<file path="config.mk">
export PLATFORM = sky130hd
export DESIGN_NAME = battery_level_estimator_flat
export DESIGN_NICKNAME = d
export VERILOG_FILES = /design/src/sv/ble_pkg.sv /design/src/sv/ble_if.sv /design/src/sv/battery_level_estimator.sv /design/src/flat_wrapper.sv
export SDC_FILE = /design/constraint.sdc
export NUM_CORES = 2
export LEC_CHECK = 0
export CORE_MARGIN = 8
export CORE_UTILIZATION = 40
export DETAILED_ROUTE_END_ITERATION = 10
export DONT_BUFFER_PORTS = 1
export SYNTH_ARGS = -nofsm -noshare
export SYNTH_HDL_FRONTEND = slang
export SYNTH_SLANG_ARGS = --single-unit
</file>
<file path="constraint.sdc">
create_clock -name clock -period 12.4 [get_ports clock]
set_input_delay 2.48 -clock clock [delete_from_list [all_inputs] [get_ports clock]]
set_output_delay 2.48 -clock clock [all_outputs]
set_load 0.02 [all_outputs]
</file>
<file path="src/sv/ble_pkg.sv">
// Shared types and constants of the battery level estimator.
package ble_pkg;

   localparam int CSR_IDX_W  = 4;
   localparam int CSR_DATA_W = 24;
   localparam int MV_W       = 16;
   localparam int PCT_W      = 7;
   localparam int GAIN_W     = 4;
   localparam int CAL_W      = 24;
   localparam int NUM_W      = 24;
   localparam int DEN_W      = 16;
   localparam int CNT_W      = 5;

   localparam logic [CSR_IDX_W-1:0] CSR_LEVEL_FULL   = 4'd0;
   localparam logic [CSR_IDX_W-1:0] CSR_LEVEL_EIGHTY = 4'd1;
   localparam logic [CSR_IDX_W-1:0] CSR_LEVEL_SIXTY  = 4'd2;
   localparam logic [CSR_IDX_W-1:0] CSR_LEVEL_FORTY  = 4'd3;
   localparam logic [CSR_IDX_W-1:0] CSR_LEVEL_TWENTY = 4'd4;
   localparam logic [CSR_IDX_W-1:0] CSR_LEVEL_EMPTY  = 4'd5;
   localparam logic [CSR_IDX_W-1:0] CSR_DIVIDER_GAIN = 4'd6;
   localparam logic [CSR_IDX_W-1:0] CSR_VREF_CAL     = 4'd7;

   typedef enum logic [3:0] {
      ST_IDLE,
      ST_LOAD_B,
      ST_DIV_B,
      ST_LOAD_R,
      ST_DIV_R,
      ST_LOAD_S,
      ST_DIV_S,
      ST_LOAD_M,
      ST_MUL,
      ST_SAT,
      ST_SEL,
      ST_DIV_P,
      ST_FINISH
   } state_type;

endpackage

</file>
<file path="src/sv/ble_if.sv">
// Valid/ready channel interfaces for samples, results and register writes.
interface ble_req_if #(parameter int SAMPLE_BITS = 12);
   logic                   valid;
   logic                   ready;
   logic [SAMPLE_BITS-1:0] battery_sample;
   logic [SAMPLE_BITS-1:0] reference_sample;
   modport source (output valid, battery_sample, reference_sample, input ready);
   modport sink   (input valid, battery_sample, reference_sample, output ready);
endinterface

interface ble_rsp_if import ble_pkg::*; ();
   logic             valid;
   logic             ready;
   logic             window_full;
   logic [MV_W-1:0]  battery_mv;
   logic [PCT_W-1:0] charge_percent;
   modport source (output valid, window_full, battery_mv, charge_percent, input ready);
   modport sink   (input valid, window_full, battery_mv, charge_percent, output ready);
endinterface

interface ble_csr_if import ble_pkg::*; ();
   logic                  valid;
   logic                  ready;
   logic [CSR_IDX_W-1:0]  index;
   logic [CSR_DATA_W-1:0] data;
   modport source (output valid, index, data, input ready);
   modport sink   (input valid, index, data, output ready);
endinterface

</file>
<file path="src/sv/battery_level_estimator.sv">
// Battery level estimator: sample window, supply and battery voltage, charge percent.

// Each accepted item is one pair of ADC samples (battery divider and internal
// reference). The pair goes into a WINDOW_LEN-entry window and running sums of
// both rings are kept up to date. The block then works on that one item alone:
// a bit-serial restoring divider (one quotient bit per cycle) forms the two
// window means and the supply voltage, a bit-serial shift-add multiplier
// forms the battery voltage, and a last divider pass interpolates the
// charge percentage inside its band. That last pass runs only when the
// voltage lies inside one of the interpolated bands. The next item is taken
// as soon as the result sits in the output register, so a slow consumer only
// stalls the block at the end of the following item. Register writes are
// accepted at any time and should only be issued while the block is idle.
module battery_level_estimator import ble_pkg::*; #(
   parameter int WINDOW_LEN  = 10,
   parameter int SAMPLE_BITS = 12
) (
   input  logic  clock,
   input  logic  reset,
   ble_req_if.sink   req_ch,
   ble_rsp_if.source rsp_ch,
   ble_csr_if.sink   csr_ch
);

   localparam int SLOT_W = (WINDOW_LEN > 1) ? $clog2(WINDOW_LEN) : 1;
   localparam int SUM_W  = SAMPLE_BITS + 4;
   localparam int MCAND_W = SAMPLE_BITS + GAIN_W;
   localparam int PROD_W = MCAND_W + NUM_W;

   // Configuration registers.
   logic [MV_W-1:0]   level_ff [6];
   logic [GAIN_W-1:0] gain_ff;
   logic [CAL_W-1:0]  cal_ff;

   // Sample window and its running sums.
   logic [SAMPLE_BITS-1:0] bat_ring_ff [WINDOW_LEN];
   logic [SAMPLE_BITS-1:0] ref_ring_ff [WINDOW_LEN];
   logic [SUM_W-1:0]       bat_sum_ff, bat_sum_in;
   logic [SUM_W-1:0]       ref_sum_ff, ref_sum_in;
   logic [SLOT_W-1:0]      slot_ff, slot_in;
   logic                   filled_ff, filled_in;

   // Sequencer and serial datapath.
   state_type              state_ff, state_in;
   logic [CNT_W-1:0]       cnt_ff, cnt_in;
   logic [NUM_W-1:0]       num_ff, num_in;
   logic [DEN_W-1:0]       den_ff, den_in;
   logic [DEN_W-1:0]       rem_ff, rem_in;
   logic [SAMPLE_BITS-1:0] bmean_ff, bmean_in;
   logic [SAMPLE_BITS-1:0] rmean_ff, rmean_in;
   logic [MCAND_W-1:0]     mcand_ff, mcand_in;
   logic [PROD_W-1:0]      acc_ff, acc_in;
   logic [MV_W-1:0]        mv_ff, mv_in;
   logic [PCT_W-1:0]       base_ff, base_in;
   logic                   band_ff, band_in;
   logic                   zero_fix_ff, zero_fix_in;
   logic [PCT_W-1:0]       pct_ff, pct_in;

   // Output register.
   logic             rsp_valid_ff, rsp_valid_in;
   logic             rsp_full_ff, rsp_full_in;
   logic [MV_W-1:0]  rsp_mv_ff, rsp_mv_in;
   logic [PCT_W-1:0] rsp_pct_ff, rsp_pct_in;

   logic accept;
   logic div_last;
   logic out_free;
   logic [DEN_W:0]   div_trial;
   logic             div_take;
   logic [PCT_W-1:0] band_pct;

   assign req_ch.ready = (state_ff == ST_IDLE);
   assign accept       = req_ch.valid && req_ch.ready;
   assign csr_ch.ready = 1'b1;
   assign div_last     = (cnt_ff == CNT_W'(NUM_W - 1));
   assign out_free     = !rsp_valid_ff || rsp_ch.ready;

   assign rsp_ch.valid          = rsp_valid_ff;
   assign rsp_ch.window_full    = rsp_full_ff;
   assign rsp_ch.battery_mv     = rsp_mv_ff;
   assign rsp_ch.charge_percent = rsp_pct_ff;

   // One restoring division step: shift in the next dividend bit and subtract
   // the divisor when it fits. The quotient bits shift into num_ff.
   assign div_trial = {rem_ff, num_ff[NUM_W-1]};
   assign div_take  = (div_trial >= {1'b0, den_ff});

   // Interpolated percentage; the lowest band reports 1 instead of 0.
   always_comb begin
      band_pct = base_ff + num_ff[PCT_W-1:0];
      if (zero_fix_ff && band_pct == '0) begin
         band_pct = PCT_W'(1);
      end
   end

   // Next state.
   always_comb begin
      state_in = state_ff;
      case (state_ff)
         ST_IDLE:   if (accept) state_in = ST_LOAD_B;
         ST_LOAD_B: state_in = ST_DIV_B;
         ST_DIV_B:  if (div_last) state_in = ST_LOAD_R;
         ST_LOAD_R: state_in = ST_DIV_R;
         ST_DIV_R:  if (div_last) state_in = ST_LOAD_S;
         ST_LOAD_S: state_in = ST_DIV_S;
         ST_DIV_S:  if (div_last) state_in = ST_LOAD_M;
         ST_LOAD_M: state_in = ST_MUL;
         ST_MUL:    if (div_last) state_in = ST_SAT;
         ST_SAT:    state_in = ST_SEL;
         ST_SEL:    state_in = band_in ? ST_DIV_P : ST_FINISH;
         ST_DIV_P:  if (div_last) state_in = ST_FINISH;
         ST_FINISH: if (out_free) state_in = ST_IDLE;
         default:   state_in = ST_IDLE;
      endcase
   end

   // Datapath.
   always_comb begin
      logic [MV_W-1:0] lo;
      logic [MV_W-1:0] hi;
      logic [MV_W-1:0] diff;
      logic [20:0]     scaled;

      bat_sum_in  = bat_sum_ff;
      ref_sum_in  = ref_sum_ff;
      slot_in     = slot_ff;
      filled_in   = filled_ff;
      cnt_in      = cnt_ff;
      num_in      = num_ff;
      den_in      = den_ff;
      rem_in      = rem_ff;
      bmean_in    = bmean_ff;
      rmean_in    = rmean_ff;
      mcand_in    = mcand_ff;
      acc_in      = acc_ff;
      mv_in       = mv_ff;
      base_in     = base_ff;
      band_in     = band_ff;
      zero_fix_in = zero_fix_ff;
      pct_in      = pct_ff;
      rsp_valid_in = rsp_valid_ff && !rsp_ch.ready;
      rsp_full_in  = rsp_full_ff;
      rsp_mv_in    = rsp_mv_ff;
      rsp_pct_in   = rsp_pct_ff;
      lo     = '0;
      hi     = '0;
      diff   = '0;
      scaled = '0;

      case (state_ff)
         ST_IDLE: begin
            if (accept) begin
               bat_sum_in = bat_sum_ff + SUM_W'(req_ch.battery_sample)
                            - SUM_W'(bat_ring_ff[slot_ff]);
               ref_sum_in = ref_sum_ff + SUM_W'(req_ch.reference_sample)
                            - SUM_W'(ref_ring_ff[slot_ff]);
               if (slot_ff == SLOT_W'(WINDOW_LEN - 1)) begin
                  slot_in   = '0;
                  filled_in = 1'b1;
               end else begin
                  slot_in = slot_ff + SLOT_W'(1);
               end
            end
         end
         ST_LOAD_B: begin
            num_in = NUM_W'(bat_sum_ff);
            den_in = DEN_W'(WINDOW_LEN);
            rem_in = '0;
            cnt_in = '0;
         end
         ST_LOAD_R: begin
            bmean_in = num_ff[SAMPLE_BITS-1:0];
            num_in   = NUM_W'(ref_sum_ff);
            den_in   = DEN_W'(WINDOW_LEN);
            rem_in   = '0;
            cnt_in   = '0;
         end
         ST_LOAD_S: begin
            rmean_in = num_ff[SAMPLE_BITS-1:0];
            num_in   = NUM_W'(cal_ff);
            den_in   = DEN_W'(num_ff[SAMPLE_BITS-1:0]);
            rem_in   = '0;
            cnt_in   = '0;
         end
         ST_LOAD_M: begin
            // A zero reference mean gives a supply of zero.
            if (rmean_ff == '0) begin
               num_in = '0;
            end
            mcand_in = MCAND_W'(bmean_ff) * MCAND_W'(gain_ff);
            acc_in   = '0;
            cnt_in   = '0;
         end
         ST_DIV_B, ST_DIV_R, ST_DIV_S, ST_DIV_P: begin
            rem_in = div_take ? DEN_W'(div_trial - {1'b0, den_ff}) : DEN_W'(div_trial);
            num_in = {num_ff[NUM_W-2:0], div_take};
            cnt_in = cnt_ff + CNT_W'(1);
         end
         ST_MUL: begin
            acc_in = {acc_ff[PROD_W-2:0], 1'b0}
                     + (num_ff[NUM_W-1] ? PROD_W'(mcand_ff) : PROD_W'(0));
            num_in = {num_ff[NUM_W-2:0], 1'b0};
            cnt_in = cnt_ff + CNT_W'(1);
         end
         ST_SAT: begin
            if (acc_ff[PROD_W-1:SAMPLE_BITS+MV_W] != '0) begin
               mv_in = '1;
            end else begin
               mv_in = acc_ff[SAMPLE_BITS+MV_W-1:SAMPLE_BITS];
            end
         end
         ST_SEL: begin
            // Bands are tested from full down to empty.
            band_in     = 1'b1;
            zero_fix_in = 1'b0;
            if (mv_ff >= level_ff[0]) begin
               band_in = 1'b0;
               pct_in  = PCT_W'(100);
            end else if (mv_ff >= level_ff[1]) begin
               lo = level_ff[1]; hi = level_ff[0]; base_in = PCT_W'(80);
            end else if (mv_ff >= level_ff[2]) begin
               lo = level_ff[2]; hi = level_ff[1]; base_in = PCT_W'(60);
            end else if (mv_ff >= level_ff[3]) begin
               lo = level_ff[3]; hi = level_ff[2]; base_in = PCT_W'(40);
            end else if (mv_ff >= level_ff[4]) begin
               lo = level_ff[4]; hi = level_ff[3]; base_in = PCT_W'(20);
            end else if (mv_ff > level_ff[5]) begin
               lo = level_ff[5]; hi = level_ff[4]; base_in = '0;
               zero_fix_in = 1'b1;
            end else begin
               band_in = 1'b0;
               pct_in  = PCT_W'(1);
            end
            diff   = mv_ff - lo;
            scaled = {diff, 4'b0} + {2'b0, diff, 2'b0} + 21'd0;
            num_in = NUM_W'(scaled);
            den_in = hi - lo;
            rem_in = '0;
            cnt_in = '0;
         end
         ST_FINISH: begin
            if (out_free) begin
               rsp_valid_in = 1'b1;
               rsp_full_in  = filled_ff;
               rsp_mv_in    = mv_ff;
               rsp_pct_in   = band_ff ? band_pct : pct_ff;
            end
         end
         default: ;
      endcase
   end

   always_ff @(posedge clock) begin
      if (reset) begin
         state_ff     <= ST_IDLE;
         slot_ff      <= '0;
         filled_ff    <= 1'b0;
         bat_sum_ff   <= '0;
         ref_sum_ff   <= '0;
         rsp_valid_ff <= 1'b0;
         for (int i = 0; i < WINDOW_LEN; i++) begin
            bat_ring_ff[i] <= '0;
            ref_ring_ff[i] <= '0;
         end
         level_ff[0] <= MV_W'(3880);
         level_ff[1] <= MV_W'(3780);
         level_ff[2] <= MV_W'(3690);
         level_ff[3] <= MV_W'(3630);
         level_ff[4] <= MV_W'(3510);
         level_ff[5] <= MV_W'(3200);
         gain_ff     <= GAIN_W'(2);
         cal_ff      <= CAL_W'(4965000);
      end else begin
         state_ff     <= state_in;
         slot_ff      <= slot_in;
         filled_ff    <= filled_in;
         bat_sum_ff   <= bat_sum_in;
         ref_sum_ff   <= ref_sum_in;
         rsp_valid_ff <= rsp_valid_in;
         if (accept) begin
            bat_ring_ff[slot_ff] <= req_ch.battery_sample;
            ref_ring_ff[slot_ff] <= req_ch.reference_sample;
         end
         if (csr_ch.valid && csr_ch.ready) begin
            case (csr_ch.index)
               CSR_LEVEL_FULL:   level_ff[0] <= csr_ch.data[MV_W-1:0];
               CSR_LEVEL_EIGHTY: level_ff[1] <= csr_ch.data[MV_W-1:0];
               CSR_LEVEL_SIXTY:  level_ff[2] <= csr_ch.data[MV_W-1:0];
               CSR_LEVEL_FORTY:  level_ff[3] <= csr_ch.data[MV_W-1:0];
               CSR_LEVEL_TWENTY: level_ff[4] <= csr_ch.data[MV_W-1:0];
               CSR_LEVEL_EMPTY:  level_ff[5] <= csr_ch.data[MV_W-1:0];
               CSR_DIVIDER_GAIN: gain_ff     <= csr_ch.data[GAIN_W-1:0];
               CSR_VREF_CAL:     cal_ff      <= csr_ch.data[CAL_W-1:0];
               default: ;
            endcase
         end
      end
   end

   // Datapath registers carry no reset.
   always_ff @(posedge clock) begin
      cnt_ff      <= cnt_in;
      num_ff      <= num_in;
      den_ff      <= den_in;
      rem_ff      <= rem_in;
      bmean_ff    <= bmean_in;
      rmean_ff    <= rmean_in;
      mcand_ff    <= mcand_in;
      acc_ff      <= acc_in;
      mv_ff       <= mv_in;
      base_ff     <= base_in;
      band_ff     <= band_in;
      zero_fix_ff <= zero_fix_in;
      pct_ff      <= pct_in;
      rsp_full_ff <= rsp_full_in;
      rsp_mv_ff   <= rsp_mv_in;
      rsp_pct_ff  <= rsp_pct_in;
   end

endmodule

</file>
<file path="src/flat_wrapper.sv">
// flat-port wrapper written by rule: the top's interface ports become plain ports
module battery_level_estimator_flat import ble_pkg::*;
#(
   parameter int WINDOW_LEN  = 10,
   parameter int SAMPLE_BITS = 12
)
  (clock, reset, req_ch_valid, req_ch_battery_sample, req_ch_reference_sample, req_ch_ready, rsp_ch_valid, rsp_ch_window_full, rsp_ch_battery_mv, rsp_ch_charge_percent, rsp_ch_ready, csr_ch_valid, csr_ch_index, csr_ch_data, csr_ch_ready);
  ble_req_if #(.SAMPLE_BITS(SAMPLE_BITS)) req_ch_i ();
  ble_rsp_if rsp_ch_i ();
  ble_csr_if csr_ch_i ();
  input  logic clock;
  input  logic reset;
  input wire logic [$bits(req_ch_i.valid)-1:0] req_ch_valid;
  input wire logic [$bits(req_ch_i.battery_sample)-1:0] req_ch_battery_sample;
  input wire logic [$bits(req_ch_i.reference_sample)-1:0] req_ch_reference_sample;
  output wire logic [$bits(req_ch_i.ready)-1:0] req_ch_ready;
  output wire logic [$bits(rsp_ch_i.valid)-1:0] rsp_ch_valid;
  output wire logic [$bits(rsp_ch_i.window_full)-1:0] rsp_ch_window_full;
  output wire logic [$bits(rsp_ch_i.battery_mv)-1:0] rsp_ch_battery_mv;
  output wire logic [$bits(rsp_ch_i.charge_percent)-1:0] rsp_ch_charge_percent;
  input wire logic [$bits(rsp_ch_i.ready)-1:0] rsp_ch_ready;
  input wire logic [$bits(csr_ch_i.valid)-1:0] csr_ch_valid;
  input wire logic [$bits(csr_ch_i.index)-1:0] csr_ch_index;
  input wire logic [$bits(csr_ch_i.data)-1:0] csr_ch_data;
  output wire logic [$bits(csr_ch_i.ready)-1:0] csr_ch_ready;
  assign req_ch_i.valid = req_ch_valid;
  assign req_ch_i.battery_sample = req_ch_battery_sample;
  assign req_ch_i.reference_sample = req_ch_reference_sample;
  assign req_ch_ready = req_ch_i.ready;
  assign rsp_ch_valid = rsp_ch_i.valid;
  assign rsp_ch_window_full = rsp_ch_i.window_full;
  assign rsp_ch_battery_mv = rsp_ch_i.battery_mv;
  assign rsp_ch_charge_percent = rsp_ch_i.charge_percent;
  assign rsp_ch_i.ready = rsp_ch_ready;
  assign csr_ch_i.valid = csr_ch_valid;
  assign csr_ch_i.index = csr_ch_index;
  assign csr_ch_i.data = csr_ch_data;
  assign csr_ch_ready = csr_ch_i.ready;
  battery_level_estimator #(.WINDOW_LEN(WINDOW_LEN), .SAMPLE_BITS(SAMPLE_BITS)) u_core (.clock(clock), .reset(reset), .req_ch(req_ch_i), .rsp_ch(rsp_ch_i), .csr_ch(csr_ch_i));
endmodule
</file>
==> flow_metrics.env <==
export IMPL_drc=0
export IMPL_end_kind="register"
export IMPL_cts_path_max_buffers=3
export IMPL_layout_commonest_cell="edfxtp_1"
export IMPL_vdd_drop_max_mv=0.116
export IMPL_grt_max_degree=67
export IMPL_ant_nets=0
export IMPL_die_w_um=332
export IMPL_fin_crit_sh=0.581
export IMPL_synth_cell_types=82
export IMPL_synth_main_ff_cell="edfxtp_1"
export IMPL_nNetsFinal=3739
export IMPL_crit_required_ps=12790
export IMPL_synth_area_per_cell_um2=11.7
export IMPL_routedWlPerCell_um=23.0
export IMPL_numCtsBuffers=81
export IMPL_num_rows=116
export IMPL_synth_seq_cells=743
export IMPL_syn2layout_area_growth_pct=10.3
export IMPL_setup_violations=0
export IMPL_viasPerCell=5.51
export IMPL_synth_edf_count=668
export IMPL_slowest_delay_ps=600
export IMPL_core_area_mm2=0.0996
export IMPL_mostFrequentLayoutCells="668 x edfxtp_1, 413 x nor2_1, 303 x inv_1"
export IMPL_clkLatencyLatePin_ps=660
export IMPL_wl_um=110000
export IMPL_min_period_ps=7200
export IMPL_synth_fp_nets=3745
export IMPL_pin_count=84
export IMPL_dp_hpwl_um=74800
export IMPL_status="completed"
export IMPL_tightest_slew_ps=1250
export IMPL_post_place_cells=4619
export IMPL_dr_total_vias=26289
export IMPL_max_slew_margin_rel=0.164
export IMPL_place_congestion=0.918
export IMPL_power_density_mw_per_mm2=169
export IMPL_h_tree_depth=3
export IMPL_cp_max_fo=11
export IMPL_final_layout_size_suffix_gt1_frac=0.103
export IMPL_start_util=0.402
export IMPL_grt_antenna_before_repair=5
export IMPL_crit_type="reg2reg"
export IMPL_fin_cells=4767
export IMPL_synthArstFlopShare=0
export IMPL_final_area_mm2=0.0441
export IMPL_cap_viol_max_count=0
export IMPL_post_route_util=0.443
export IMPL_max_clock_freq_ghz=0.139
export IMPL_drtIter0Drc=2166
export IMPL_placed_area_mm2=0.0416
export IMPL_root_buffer="clkbuf_16"
export IMPL_synth_area_mm2=0.0400
export IMPL_grt_pass1_vias=26301
export IMPL_path_clk_slew_ps=60
export IMPL_gr_total_overflow=0
export IMPL_leakagePower_uw=0.0164
export IMPL_fin_tns_setup_ps=0
export IMPL_dr_pass1_iters=6
export IMPL_skew_ps=25.3
export IMPL_hold_viol_final=0
export IMPL_rsz0062_at_grt="false"
export IMPL_die_y_um=332
export IMPL_cts_hold_buf=0
export IMPL_track_usage=0.195
export IMPL_start_kind="register"
export IMPL_crit_buf_inv=1
export IMPL_portBuffers=0
export IMPL_die_area_mm2=0.110
export IMPL_synth_warnings=0
export IMPL_min_path_type="reg2reg"
export IMPL_critPathArrivalTime_ps=7590
export IMPL_slew_viol_final=0
export IMPL_worst_path_max_delay_cell="edfxtp_1"
export IMPL_cts_tree="yes"
export IMPL_cts_resized=0
export IMPL_grt_pass1_wl_um=165000
export IMPL_cts_sinks=743
export IMPL_cp_top_family="compound AO/OA/AOI/OAI gates"
export IMPL_synth_cells=3410
export IMPL_seq_area_frac_synth=0.539
export IMPL_postCtsSetupRepairBufs=0
==> worst paths after layout <==
check | endpoint | cells past startpoint | from | slack, ps
min | u_core.rsp_ch.window_full | 0 | u_core.filled_ff | 440
max | u_core.num_ff[19] | 29 | u_core.mv_ff[9] | 5200
max reg2reg | u_core.num_ff[19] | 29 | u_core.mv_ff[9] | 5200
min reg2reg | u_core.rsp_ch.window_full | 0 | u_core.filled_ff | 440
==> power by group <==
group	total [µW]	internal, µW	switching [µW]	leakage (µW)
Sequential	3130	2950	181	0.00703
Clock	2320	1310	1010	0.00121
Combinational	1990	875	1120	0.00815
==> kinds of logic (layout without fill, tap and decap cells) <==
family                   after synthesis  in the layout  share of synthesized area
XOR/XNOR                             124            124                     0.0272
other                                  1              3                  0.0000938
AO/OA/AOI/OAI                        515            515                     0.0869
AND/OR/NAND/NOR                     1161           1161                      0.136
multiplexers                         138            138                     0.0721
adder cells (fa/ha/maj)              278            278                     0.0964
buffers and inverters                450            507                     0.0427
flip-flops                           743            743                      0.539
==> cells in the mapped netlist (22+ instances only) <==
cell type | instances | area share
a211oi_1 | 28 | 0.0053
a21o_1 | 45 | 0.0084
a21oi_1 | 124 | 0.016
a31oi_1 | 49 | 0.0077
and2_1 | 149 | 0.023
clkbuf_1 | 122 | 0.011
dfxtp_1 | 75 | 0.038
edfxtp_1 | 668 | 0.50
fa_1 | 50 | 0.025
ha_1 | 228 | 0.071
inv_1 | 303 | 0.028
mux4_2 | 120 | 0.068
nand2_1 | 291 | 0.027
nand2b_1 | 42 | 0.0066
nand3_1 | 60 | 0.0075
nor2_1 | 423 | 0.040
nor2b_1 | 33 | 0.0052
nor3_1 | 38 | 0.0048
o211ai_1 | 23 | 0.0043
o21ai_0 | 76 | 0.0095
or2_2 | 22 | 0.0034
or3_1 | 31 | 0.0048
xnor2_1 | 72 | 0.016
xor2_1 | 52 | 0.011
==> stage by stage <==
stage	total power (µW)	hold WS [ps]	setup slack [ps]
finish	7440	438	5200
global route	7820	468	4670
CTS	7480	438	5260
detailed placement	5160	431	5300
global placement	5140	419	5280
floorplan	4670	409	5790
==> per-layer routing <==
layer / GRT usage / share of wire / up-vias / wire length [µm]
li1: - / - / 12313 / -
met1: 0.247 / 0.41 / 12970 / 45300
met2: 0.341 / 0.49 / 834 / 54100
met3: 0.0316 / 0.061 / 172 / 6670
met4: 0.0622 / 0.032 / 0 / 3490
met5: 0 / 0 / - / 0
==> flip-flops by register name, indices dropped and copies added (netlist names), 7 cells and up, named ones only <==
name	flops
u_core.ref_sum_ff	16
u_core.acc_ff	40
u_core.den_ff	16
u_core.rmean_ff	12
u_core.mcand_ff	16
u_core.level_ff	96
u_core.bat_ring_ff	192
u_core.num_ff	24
u_core.mv_ff	16
u_core.rsp_ch.battery_mv	16
u_core.bat_sum_ff	16
u_core.rsp_ch.charge_percent	7
u_core.bmean_ff	12
u_core.ref_ring_ff	192
u_core.cal_ff	24
u_core.rem_ff	16
==> final cells by class <==
class	count	area [µm²]
clock inverter	30	284
tap	1298	1620
antenna	2	5.00
fill	9190	55400
clock buffer	116	2210
multi-input combinational	2217	16900
sequential	743	21600
inverter	305	1140
timing repair buffer	56	420
Power figures use the tool's default switching activity.
